$ cat config.mk
export PLATFORM = sky130hd
export DESIGN_NAME = round_robin_sleep_scheduler
export DESIGN_NICKNAME = d
export VERILOG_FILES = /design/src/sv/rrss_pkg.sv /design/src/sv/round_robin_sleep_scheduler.sv /design/src/sv/rrss_regs.sv /design/src/sv/rrss_ctrl.sv /design/src/sv/rrss_dp.sv
export SDC_FILE = /design/constraint.sdc
export NUM_CORES = 1
export LEC_CHECK = 0
export ABC_AREA = 0
export ABC_CLOCK_PERIOD_IN_PS = 5300
export BUFFER_PORTS_ARGS = -buffer_cell sky130_fd_sc_hd__buf_2
export CORE_MARGIN = 2
export CORE_UTILIZATION = 30
export CTS_CLUSTER_SIZE = 16
export DETAILED_ROUTE_END_ITERATION = 12
export SETUP_SLACK_MARGIN = 0.2
export SYNTH_ARGS = -nofsm -noshare
export SYNTH_HDL_FRONTEND = slang
export SYNTH_HIERARCHICAL = 1
export SYNTH_SLANG_ARGS = --single-unit
$ cat constraint.sdc
create_clock -name clk_i -period 5.3 [get_ports clk_i]
set_input_delay 1.06 -clock clk_i [delete_from_list [all_inputs] [get_ports clk_i]]
set_output_delay 1.06 -clock clk_i [all_outputs]
set_load 0.05 [all_outputs]
$ cat src/sv/rrss_pkg.sv
package rrss_pkg;

  localparam int NUM_TASKS_DEF = 8;

  localparam int CNT_W   = 16;
  localparam int MS_W    = 16;
  localparam int CAUSE_W = 8;
  localparam int TASK_W  = 3;
  localparam int MASK_W  = 8;

  // Elapsed time is floor(count * 20 / compare), which equals the two
  // truncating divisions by compare and by ten applied to count * 200.
  localparam int TICK_SCALE = 20;
  localparam int NUM_W      = 21;
  localparam int DCNT_W     = $clog2(NUM_W);

  localparam logic [15:0] COMPARE_RST = 16'd312;
  localparam logic [15:0] DEFAULT_RST = 16'd20;
  localparam logic [7:0]  DELAY_RST   = 8'd1;

  localparam int PADDR_W = 4;
  localparam int PDATA_W = 32;

  typedef enum logic [1:0] {
    REG_COMPARE = 2'd0,
    REG_DEFAULT = 2'd1,
    REG_DELAY   = 2'd2
  } reg_idx_e;

  typedef enum logic [4:0] {
    S_IDLE = 5'b00001,
    S_DIV  = 5'b00010,
    S_DECR = 5'b00100,
    S_SEL  = 5'b01000,
    S_DONE = 5'b10000
  } state_e;

  typedef struct packed {
    logic [15:0] compare_value;
    logic [15:0] default_period_ms;
    logic [7:0]  delay_reason_code;
  } cfg_t;

  typedef struct packed {
    logic load;
    logic div_step;
    logic dec_step;
    logic sel_step;
    logic out_load;
  } cmd_t;

  typedef struct packed {
    logic skip_div;
    logic div_last;
    logic dec_last;
    logic sel_hit;
    logic sel_last;
  } sts_t;

endpackage

$ cat src/sv/round_robin_sleep_scheduler.sv
// Round-robin task scheduler with sleep timers. One input word is either a
// timer tick or a wait by the running task; every word yields exactly one
// result word with the task chosen to run, a flag for no task awake and the
// mask of tasks woken. Words are handled one at a time: a tick with a non-zero
// timer count first runs the bit-serial divider that works out the elapsed
// milliseconds, and a wait or a tick with a zero count skips the divider. The
// countdown and the selection then each walk the tasks one per cycle. A
// finished word sits in an output register, so the next input word is taken
// while it waits. Configuration is to be written over the APB port only while
// the block is idle; the block itself does not enforce this.
module round_robin_sleep_scheduler import rrss_pkg::*; #(
  parameter int NUM_TASKS = NUM_TASKS_DEF
) (
  input  logic               clk_i,
  input  logic               rst_ni,
  input  logic               psel,
  input  logic               penable,
  input  logic               pwrite,
  input  logic [PADDR_W-1:0] paddr,
  input  logic [PDATA_W-1:0] pwdata,
  output logic [PDATA_W-1:0] prdata,
  output logic               pready,
  input  logic               in_valid_i,
  output logic               in_stall_o,
  input  logic               opcode_i,
  input  logic [CNT_W-1:0]   elapsed_count_i,
  input  logic [CAUSE_W-1:0] sleep_reason_i,
  input  logic [MS_W-1:0]    sleep_ms_i,
  output logic               out_valid_o,
  input  logic               out_stall_i,
  output logic [TASK_W-1:0]  current_task_o,
  output logic               none_ready_o,
  output logic [MASK_W-1:0]  woke_mask_o
);

  cfg_t cfg;
  cmd_t cmd;
  sts_t sts;

  rrss_regs u_regs (
    .clk_i   (clk_i),
    .rst_ni  (rst_ni),
    .psel    (psel),
    .penable (penable),
    .pwrite  (pwrite),
    .paddr   (paddr),
    .pwdata  (pwdata),
    .prdata  (prdata),
    .pready  (pready),
    .cfg_o   (cfg)
  );

  rrss_ctrl u_ctrl (
    .clk_i       (clk_i),
    .rst_ni      (rst_ni),
    .in_valid_i  (in_valid_i),
    .in_stall_o  (in_stall_o),
    .out_valid_o (out_valid_o),
    .out_stall_i (out_stall_i),
    .sts_i       (sts),
    .cmd_o       (cmd)
  );

  rrss_dp #(
    .NUM_TASKS (NUM_TASKS)
  ) u_dp (
    .clk_i           (clk_i),
    .rst_ni          (rst_ni),
    .cmd_i           (cmd),
    .sts_o           (sts),
    .cfg_i           (cfg),
    .opcode_i        (opcode_i),
    .elapsed_count_i (elapsed_count_i),
    .sleep_reason_i  (sleep_reason_i),
    .sleep_ms_i      (sleep_ms_i),
    .current_task_o  (current_task_o),
    .none_ready_o    (none_ready_o),
    .woke_mask_o     (woke_mask_o)
  );

endmodule

$ cat src/sv/rrss_regs.sv
module rrss_regs import rrss_pkg::*; (
  input  logic               clk_i,
  input  logic               rst_ni,
  input  logic               psel,
  input  logic               penable,
  input  logic               pwrite,
  input  logic [PADDR_W-1:0] paddr,
  input  logic [PDATA_W-1:0] pwdata,
  output logic [PDATA_W-1:0] prdata,
  output logic               pready,
  output cfg_t               cfg_o
);

  cfg_t       cfg_q, cfg_d;
  logic       wr_en;
  logic [1:0] idx;

  assign pready = 1'b1;
  assign wr_en  = psel & penable & pwrite;
  assign idx    = paddr[3:2];

  always_comb begin
    cfg_d = cfg_q;
    if (wr_en) begin
      unique case (idx)
        REG_COMPARE: cfg_d.compare_value     = pwdata[15:0];
        REG_DEFAULT: cfg_d.default_period_ms = pwdata[15:0];
        REG_DELAY:   cfg_d.delay_reason_code = pwdata[7:0];
        default:     cfg_d = cfg_q;
      endcase
    end
  end

  always_comb begin
    unique case (idx)
      REG_COMPARE: prdata = {16'd0, cfg_q.compare_value};
      REG_DEFAULT: prdata = {16'd0, cfg_q.default_period_ms};
      REG_DELAY:   prdata = {24'd0, cfg_q.delay_reason_code};
      default:     prdata = '0;
    endcase
  end

  always_ff @(posedge clk_i or negedge rst_ni) begin
    if (!rst_ni) begin
      cfg_q.compare_value     <= COMPARE_RST;
      cfg_q.default_period_ms <= DEFAULT_RST;
      cfg_q.delay_reason_code <= DELAY_RST;
    end else begin
      cfg_q <= cfg_d;
    end
  end

  assign cfg_o = cfg_q;

endmodule

$ cat src/sv/rrss_ctrl.sv
module rrss_ctrl import rrss_pkg::*; (
  input  logic clk_i,
  input  logic rst_ni,
  input  logic in_valid_i,
  output logic in_stall_o,
  output logic out_valid_o,
  input  logic out_stall_i,
  input  sts_t sts_i,
  output cmd_t cmd_o
);

  state_e state_q, state_d;
  logic   out_valid_q, out_valid_d;

  always_comb begin
    cmd_o   = '0;
    state_d = state_q;
    unique case (state_q)
      S_IDLE: begin
        if (in_valid_i) begin
          cmd_o.load = 1'b1;
          state_d    = sts_i.skip_div ? S_DECR : S_DIV;
        end
      end
      S_DIV: begin
        cmd_o.div_step = 1'b1;
        if (sts_i.div_last) begin
          state_d = S_DECR;
        end
      end
      S_DECR: begin
        cmd_o.dec_step = 1'b1;
        if (sts_i.dec_last) begin
          state_d = S_SEL;
        end
      end
      S_SEL: begin
        cmd_o.sel_step = 1'b1;
        if (sts_i.sel_hit || sts_i.sel_last) begin
          state_d = S_DONE;
        end
      end
      S_DONE: begin
        if (!out_valid_q || !out_stall_i) begin
          cmd_o.out_load = 1'b1;
          state_d        = S_IDLE;
        end
      end
      default: state_d = S_IDLE;
    endcase
  end

  always_comb begin
    out_valid_d = out_valid_q;
    if (cmd_o.out_load) begin
      out_valid_d = 1'b1;
    end else if (!out_stall_i) begin
      out_valid_d = 1'b0;
    end
  end

  always_ff @(posedge clk_i or negedge rst_ni) begin
    if (!rst_ni) begin
      state_q     <= S_IDLE;
      out_valid_q <= 1'b0;
    end else begin
      state_q     <= state_d;
      out_valid_q <= out_valid_d;
    end
  end

  assign in_stall_o  = (state_q != S_IDLE);
  assign out_valid_o = out_valid_q;

`ifndef SYNTHESIS
  a_accept_starts: assert property (@(posedge clk_i) disable iff (!rst_ni)
    (in_valid_i && !in_stall_o) |=> (state_q == S_DIV || state_q == S_DECR))
    else $error("accepted word did not start work");

  a_done_waits: assert property (@(posedge clk_i) disable iff (!rst_ni)
    (state_q == S_DONE && out_valid_q && out_stall_i) |=> (state_q == S_DONE))
    else $error("result overwrote a stalled word");

  a_done_loads: assert property (@(posedge clk_i) disable iff (!rst_ni)
    (state_q == S_DONE && !(out_valid_q && out_stall_i)) |=>
      (out_valid_q && state_q == S_IDLE))
    else $error("finished result was not presented");

  a_one_command: assert property (@(posedge clk_i) disable iff (!rst_ni)
    $onehot0(cmd_o))
    else $error("more than one datapath command at once");
`endif

endmodule

$ cat src/sv/rrss_dp.sv
module rrss_dp import rrss_pkg::*; #(
  parameter int NUM_TASKS = NUM_TASKS_DEF
) (
  input  logic               clk_i,
  input  logic               rst_ni,
  input  cmd_t               cmd_i,
  output sts_t               sts_o,
  input  cfg_t               cfg_i,
  input  logic               opcode_i,
  input  logic [CNT_W-1:0]   elapsed_count_i,
  input  logic [CAUSE_W-1:0] sleep_reason_i,
  input  logic [MS_W-1:0]    sleep_ms_i,
  output logic [TASK_W-1:0]  current_task_o,
  output logic               none_ready_o,
  output logic [MASK_W-1:0]  woke_mask_o
);

  localparam int IW = (NUM_TASKS > 1) ? $clog2(NUM_TASKS) : 1;
  localparam int XW = (IW > TASK_W) ? IW : TASK_W;
  localparam int WW = (NUM_TASKS > MASK_W) ? NUM_TASKS : MASK_W;
  localparam logic [IW-1:0] LAST_IDX = IW'(NUM_TASKS - 1);

  logic [NUM_TASKS-1:0] asleep_q, asleep_d;
  logic [CAUSE_W-1:0]   cause_q [NUM_TASKS];
  logic [CAUSE_W-1:0]   cause_d [NUM_TASKS];
  logic [MS_W-1:0]      rem_q [NUM_TASKS];
  logic [MS_W-1:0]      rem_d [NUM_TASKS];
  logic [IW-1:0]        run_q, run_d;
  logic [IW-1:0]        idx_q, idx_d;
  logic [NUM_TASKS-1:0] woke_q, woke_d;
  logic                 none_q, none_d;
  logic                 use_def_q, use_def_d;
  logic [NUM_W-1:0]     num_q, num_d;
  logic [MS_W-1:0]      part_q, part_d;
  logic [DCNT_W-1:0]    dcnt_q, dcnt_d;
  logic [TASK_W-1:0]    cur_out_q, cur_out_d;
  logic                 none_out_q, none_out_d;
  logic [MASK_W-1:0]    woke_out_q, woke_out_d;

  logic [MS_W-1:0]   divisor;
  logic [MS_W:0]     trial;
  logic              ge;
  logic [NUM_W-1:0]  elapsed;
  logic [NUM_W-1:0]  rem_ext;
  logic [MS_W-1:0]   rem_new;
  logic [NUM_W-1:0]  count_ext;
  logic [XW-1:0]     run_ext;
  logic [WW-1:0]     woke_ext;

  function automatic logic [IW-1:0] wrap_inc(input logic [IW-1:0] v);
    return (v == LAST_IDX) ? '0 : IW'(v + 1'b1);
  endfunction

  assign divisor   = (cfg_i.compare_value == '0) ? MS_W'(1) : cfg_i.compare_value;
  assign trial     = {part_q, num_q[NUM_W-1]};
  assign ge        = (trial >= {1'b0, divisor});
  assign elapsed   = use_def_q ? NUM_W'(cfg_i.default_period_ms) : num_q;
  assign rem_ext   = NUM_W'(rem_q[idx_q]);
  assign rem_new   = (rem_ext > elapsed) ? MS_W'(rem_ext - elapsed) : '0;
  assign count_ext = NUM_W'(elapsed_count_i);

  assign sts_o.skip_div = opcode_i | (elapsed_count_i == '0);
  assign sts_o.div_last = (dcnt_q == DCNT_W'(NUM_W - 1));
  assign sts_o.dec_last = (idx_q == LAST_IDX);
  assign sts_o.sel_hit  = !asleep_q[idx_q];
  assign sts_o.sel_last = (idx_q == run_q);

  always_comb begin
    asleep_d   = asleep_q;
    cause_d    = cause_q;
    rem_d      = rem_q;
    run_d      = run_q;
    idx_d      = idx_q;
    woke_d     = woke_q;
    none_d     = none_q;
    use_def_d  = use_def_q;
    num_d      = num_q;
    part_d     = part_q;
    dcnt_d     = dcnt_q;
    cur_out_d  = cur_out_q;
    none_out_d = none_out_q;
    woke_out_d = woke_out_q;

    if (cmd_i.load) begin
      use_def_d = sts_o.skip_div;
      num_d     = count_ext * NUM_W'(TICK_SCALE);
      part_d    = '0;
      dcnt_d    = '0;
      idx_d     = '0;
      woke_d    = '0;
      if (opcode_i) begin
        asleep_d[run_q] = 1'b1;
        cause_d[run_q]  = sleep_reason_i;
        rem_d[run_q]    = sleep_ms_i;
      end
    end

    if (cmd_i.div_step) begin
      part_d = ge ? MS_W'(trial - {1'b0, divisor}) : MS_W'(trial);
      num_d  = {num_q[NUM_W-2:0], ge};
      dcnt_d = DCNT_W'(dcnt_q + 1'b1);
    end

    if (cmd_i.dec_step) begin
      if (asleep_q[idx_q] && cause_q[idx_q] == cfg_i.delay_reason_code) begin
        rem_d[idx_q] = rem_new;
        if (rem_new == '0) begin
          asleep_d[idx_q] = 1'b0;
          woke_d[idx_q]   = 1'b1;
        end
      end
      idx_d = sts_o.dec_last ? wrap_inc(run_q) : wrap_inc(idx_q);
    end

    if (cmd_i.sel_step) begin
      priority if (sts_o.sel_hit) begin
        run_d  = idx_q;
        none_d = 1'b0;
      end else if (sts_o.sel_last) begin
        none_d = 1'b1;
      end else begin
        idx_d = wrap_inc(idx_q);
      end
    end

    if (cmd_i.out_load) begin
      cur_out_d  = run_ext[TASK_W-1:0];
      none_out_d = none_q;
      woke_out_d = woke_ext[MASK_W-1:0];
    end
  end

  assign run_ext  = XW'(run_q);
  assign woke_ext = WW'(woke_q);

  always_ff @(posedge clk_i or negedge rst_ni) begin
    if (!rst_ni) begin
      asleep_q <= '0;
      run_q    <= '0;
      for (int i = 0; i < NUM_TASKS; i++) begin
        cause_q[i] <= '0;
        rem_q[i]   <= '0;
      end
    end else begin
      asleep_q <= asleep_d;
      run_q    <= run_d;
      cause_q  <= cause_d;
      rem_q    <= rem_d;
    end
  end

  always_ff @(posedge clk_i) begin
    idx_q      <= idx_d;
    woke_q     <= woke_d;
    none_q     <= none_d;
    use_def_q  <= use_def_d;
    num_q      <= num_d;
    part_q     <= part_d;
    dcnt_q     <= dcnt_d;
    cur_out_q  <= cur_out_d;
    none_out_q <= none_out_d;
    woke_out_q <= woke_out_d;
  end

  assign current_task_o = cur_out_q;
  assign none_ready_o   = none_out_q;
  assign woke_mask_o    = woke_out_q;

`ifndef SYNTHESIS
  a_pick_awake: assert property (@(posedge clk_i) disable iff (!rst_ni)
    (cmd_i.sel_step && sts_o.sel_hit) |=> !asleep_q[run_q])
    else $error("selected task is asleep");

  a_none_means_all_asleep: assert property (@(posedge clk_i) disable iff (!rst_ni)
    (cmd_i.sel_step && !sts_o.sel_hit && sts_o.sel_last) |=> (&asleep_q))
    else $error("no task reported awake while one is");

  a_woken_awake: assert property (@(posedge clk_i) disable iff (!rst_ni)
    cmd_i.sel_step |-> ((woke_q & asleep_q) == '0))
    else $error("woken task still marked asleep");
`endif

endmodule
==> flow_metrics.env <==
export IMPL_leakage_nw=9.32
export IMPL_post_cts_buffers=0
export IMPL_worstHoldStart="u_dp/none_q$_SDFFCE_PN0P_"
export IMPL_io_pins=131
export IMPL_synth_seq_cells=316
export IMPL_clockPowerShare_pct=26.2
export IMPL_fin_crit_sh_pct=89.6
export IMPL_yosysUniqueCellTypes=88
export IMPL_drv_slew=0
export IMPL_seqPwrFrac_pct=31.3
export IMPL_grt_overflow=0
export IMPL_ys_dominant_reg_cell="dfrtp_1"
export IMPL_syn_area_sq_um=18500
export IMPL_ctsHoldBuffers=0
export IMPL_vias=13291
export IMPL_critPathKind="register to register"
export IMPL_p_sw_share_pct=40.5
export IMPL_die_w_um=252
export IMPL_cts_buffers=38
export IMPL_yosys_warnings=6
export IMPL_max_freq_ghz=0.211
export IMPL_drv_cap=0
export IMPL_core_sq_um=61400
export IMPL_avgViaCountPerCell=5.34
export IMPL_wl_um=53800
export IMPL_row_count=91
export IMPL_post_cts_resized=0
export IMPL_power_per_cell_area_nw_per_um2=473
export IMPL_start_util_pct=30.2
export IMPL_first_pass_iters=7
export IMPL_synth_seq_area_share_pct=44.0
export IMPL_setup_violations=0
export IMPL_crit_path_top_delay_cell="dfxtp_1"
export IMPL_cts_tree="built"
export IMPL_clkTransAtPathRegs_ns=0.06
export IMPL_critPathCaptureType="register"
export IMPL_hold_path_class="register to register"
export IMPL_area_growth_pct=12.9
export IMPL_period_minus_slack_ns=4.75
export IMPL_drc=0
export IMPL_grt_first_pass_wirelength_um=82400
export IMPL_dpl_hpwl_um=36000
export IMPL_max_stage_delay_ns=0.63
export IMPL_final_util_pct=34.0
export IMPL_pwr_share_comb_pct=42.5
export IMPL_cp_start_kind="register"
export IMPL_synthTopCellsByArea="dfrtp_1 (33%), mux2i_1 (16%), edfxtp_1 (9.1%), mux2_2 (6.6%), ha_1 (4.5%)"
export IMPL_crit_family="simple AND/OR/NAND/NOR gates"
export IMPL_die_area_sq_um=63700
export IMPL_ctsHtreeMaxLevel=2
export IMPL_reg2reg_from="u_dp/idx_q[0]$_DFF_P_"
export IMPL_hold_viol_final=0
export IMPL_p_switching_mw=4.00
export IMPL_cts_sinks=316
export IMPL_synthCells=1599
export IMPL_grt_max_degree=105
export IMPL_synthArstFlopShare_pct=78.8
export IMPL_die_h_um=252
export IMPL_synth_area_leader_cell="dfrtp_1"
export IMPL_antenna_found_initial=5
export IMPL_ir_drop_mv=0.341
export IMPL_numPortBuffers=95
export IMPL_crit_start="u_dp/idx_q[0]$_DFF_P_"
export IMPL_fin_skew_ns=0.0275
export IMPL_wl_per_cell_um=21.6
export IMPL_fin_tns_setup_ns=0
export IMPL_gp_congestion=0.886
export IMPL_drive_above_1_share_pct=22.6
export IMPL_fillers=6018
export IMPL_ant_nets=0
export IMPL_cts_buffer_depth=3
export IMPL_outcome="finished, final reports clean"
export IMPL_crit_buf_inv=2
export IMPL_power_internal_mw=5.88
export IMPL_clock_latency_ns=0.57
export IMPL_track_usage_pct=16.8
export IMPL_rsz0062_at_grt="false"
export IMPL_drt_iter0_markers=1251
export IMPL_cts_root_buf="clkbuf_16"
export IMPL_tightest_slew_ns=1.31
export IMPL_worstPathArrival_ns=5.17
export IMPL_final_nets=1821
export IMPL_synth_top_cell_area_share_pct=32.6
export IMPL_grt_pass1_vias=13431
export IMPL_relSlewSlack_pct=12.4
export IMPL_syn_area_per_cell_sq_um=11.6
export IMPL_path_cells="buf_4, nand2b_1, nor2_2, buf_4, a22oi_1, nand4_1, ha_1, nand4_1, or2_1, or4_1, o311a_1, o21ai_4, and3_1, nand3_4, o31a_1"
export IMPL_synth_edf_count=56
export IMPL_critPathMaxFanout=18
export IMPL_cp_required_ns=5.73
## routing by layer
layer	vias up	routed length [um]	track usage, %
li1	6057	-	-
met1	6736	24100	22.9
met2	399	25200	26.9
met3	95	2920	2.74
met4	4	1640	6.09
met5	-	27	0
## synth_stat cells (8+ instances only)
cell	count
inv_1	44
mux2_4	10
nand3_1	33
nor4_1	10
o211ai_1	12
mux2_2	108
a21oi_1	55
nand2_1	56
buf_6	17
clkbuf_1	40
o21ai_0	49
nand4_1	28
a22oi_1	66
xor2_1	18
xnor2_1	25
dfstp_2	8
mux2i_1	298
nand2b_1	19
buf_1	27
buf_4	23
or2_2	17
a22o_1	9
or3_1	8
nor2b_1	11
a21o_1	10
edfxtp_1	56
dfxtp_1	11
ha_1	66
o31a_1	10
o22ai_1	8
nor3_1	21
nor2_1	43
dfrtp_1	241
## area by class of cell
class	count	area [sq um]	area share, %
Sequential cell	316	8140	39.0
Antenna cell	1	2.50	0.0120
Multi-Input combinational cell	1128	9520	45.6
Inverter	47	176	0.844
Tap cell	790	988	4.73
Clock inverter	13	154	0.737
Clock buffer	55	1090	5.20
Timing Repair Buffer	137	826	3.95
## state kept, by name, indices dropped and copies added, names as in the netlist, 3 cells and up
name,count
u_dp/rem_q,128
u_dp/cause_q,64
u_regs/cfg_o,40
u_dp/num_q,21
u_dp/part_q,16
u_dp/asleep_q,8
u_dp/woke_ext,8
u_dp/woke_mask_o,8
u_ctrl/state_q,5
u_dp/dcnt_q,5
u_dp/current_task_o,3
u_dp/idx_q,3
u_dp/run_ext,3
## through the flow
stage	setup slack, ns	cell area, sq um	hold slack, ns	total power [mW]	instances
finish	0.552	20900	0.444	9.88	2487
global route	0.320	20900	0.460	10.5	2487
detailed placement	0.414	19600	0.424	7.25	2418
floorplan	1.35	18600	0.400	6.12	1614
global placement	0.467	19600	0.408	7.16	2418
CTS	0.370	20900	0.448	9.88	2486
## power by group through the flow
stage / Clock (mW) / Sequential (mW) / Combinational, mW
after floorplan: 0 / 3.01 / 3.11
after global placement: 0 / 3.12 / 4.04
after detailed placement: 0 / 3.13 / 4.12
after CTS: 2.65 / 3.09 / 4.14
after global routing: 2.75 / 3.13 / 4.59
final: 2.59 / 3.09 / 4.20
## cell usage in the layout, fill, tap and decap left out, types with 8 or more instances in the layout
cell type / synthesis / routed
mux2i_1: 298 / 298
dfrtp_1: 241 / 241
mux2_2: 108 / 108
buf_2: 7 / 94
a22oi_1: 66 / 66
ha_1: 66 / 66
nand2_1: 56 / 56
edfxtp_1: 56 / 56
a21oi_1: 55 / 54
o21ai_0: 49 / 49
inv_1: 44 / 44
buf_4: 23 / 40
clkbuf_16: 0 / 39
nor2_1: 43 / 37
nand3_1: 33 / 33
nand4_1: 28 / 28
xnor2_1: 25 / 25
nor3_1: 21 / 21
nand2b_1: 19 / 19
xor2_1: 18 / 18
or2_2: 17 / 17
conb_1: 2 / 17
o211ai_1: 12 / 12
clkbuf_1: 40 / 11
nor2b_1: 11 / 11
dfxtp_1: 11 / 11
nor4_1: 10 / 10
a21o_1: 10 / 10
o31a_1: 10 / 10
mux2_4: 10 / 10
a22o_1: 9 / 9
or3_1: 8 / 8
o22ai_1: 8 / 8
dfstp_2: 8 / 8
## path summary, 6_finish.rpt
check                                               endpoint  slack [ns]  cells past startpoint
min in group asynchronous       u_regs/cfg_o[16]$_DFFE_PN0P_        0.52                      1
worst max register to register    u_dp/asleep_q[0]$_DFF_PN0_        0.55                     15
worst max-delay path              u_dp/asleep_q[0]$_DFF_PN0_        0.55                     15
worst min register to register   u_dp/none_ready_o$_DFFE_PP_        0.44                      0
max in group asynchronous       u_regs/cfg_o[30]$_DFFE_PN0P_        3.63                      2
worst min-delay path             u_dp/none_ready_o$_DFFE_PP_        0.44                      0
## logic make-up (layout without fill, tap and decap cells)
family / after synthesis / count (layout) / synth area share [%]
AOI/OAI and AO/OA: 286 / 286 / 11.0
xor gates and xnor gates: 44 / 44 / 2.12
adders and majority gates: 69 / 69 / 4.78
buffers and inverters: 170 / 252 / 5.30
DFF: 316 / 316 / 44.0
muxes: 422 / 422 / 24.2
other: 2 / 18 / 0.0406
and+or+nand+nor: 290 / 290 / 8.56
Note: power is estimated with default switching activity, not from simulation.
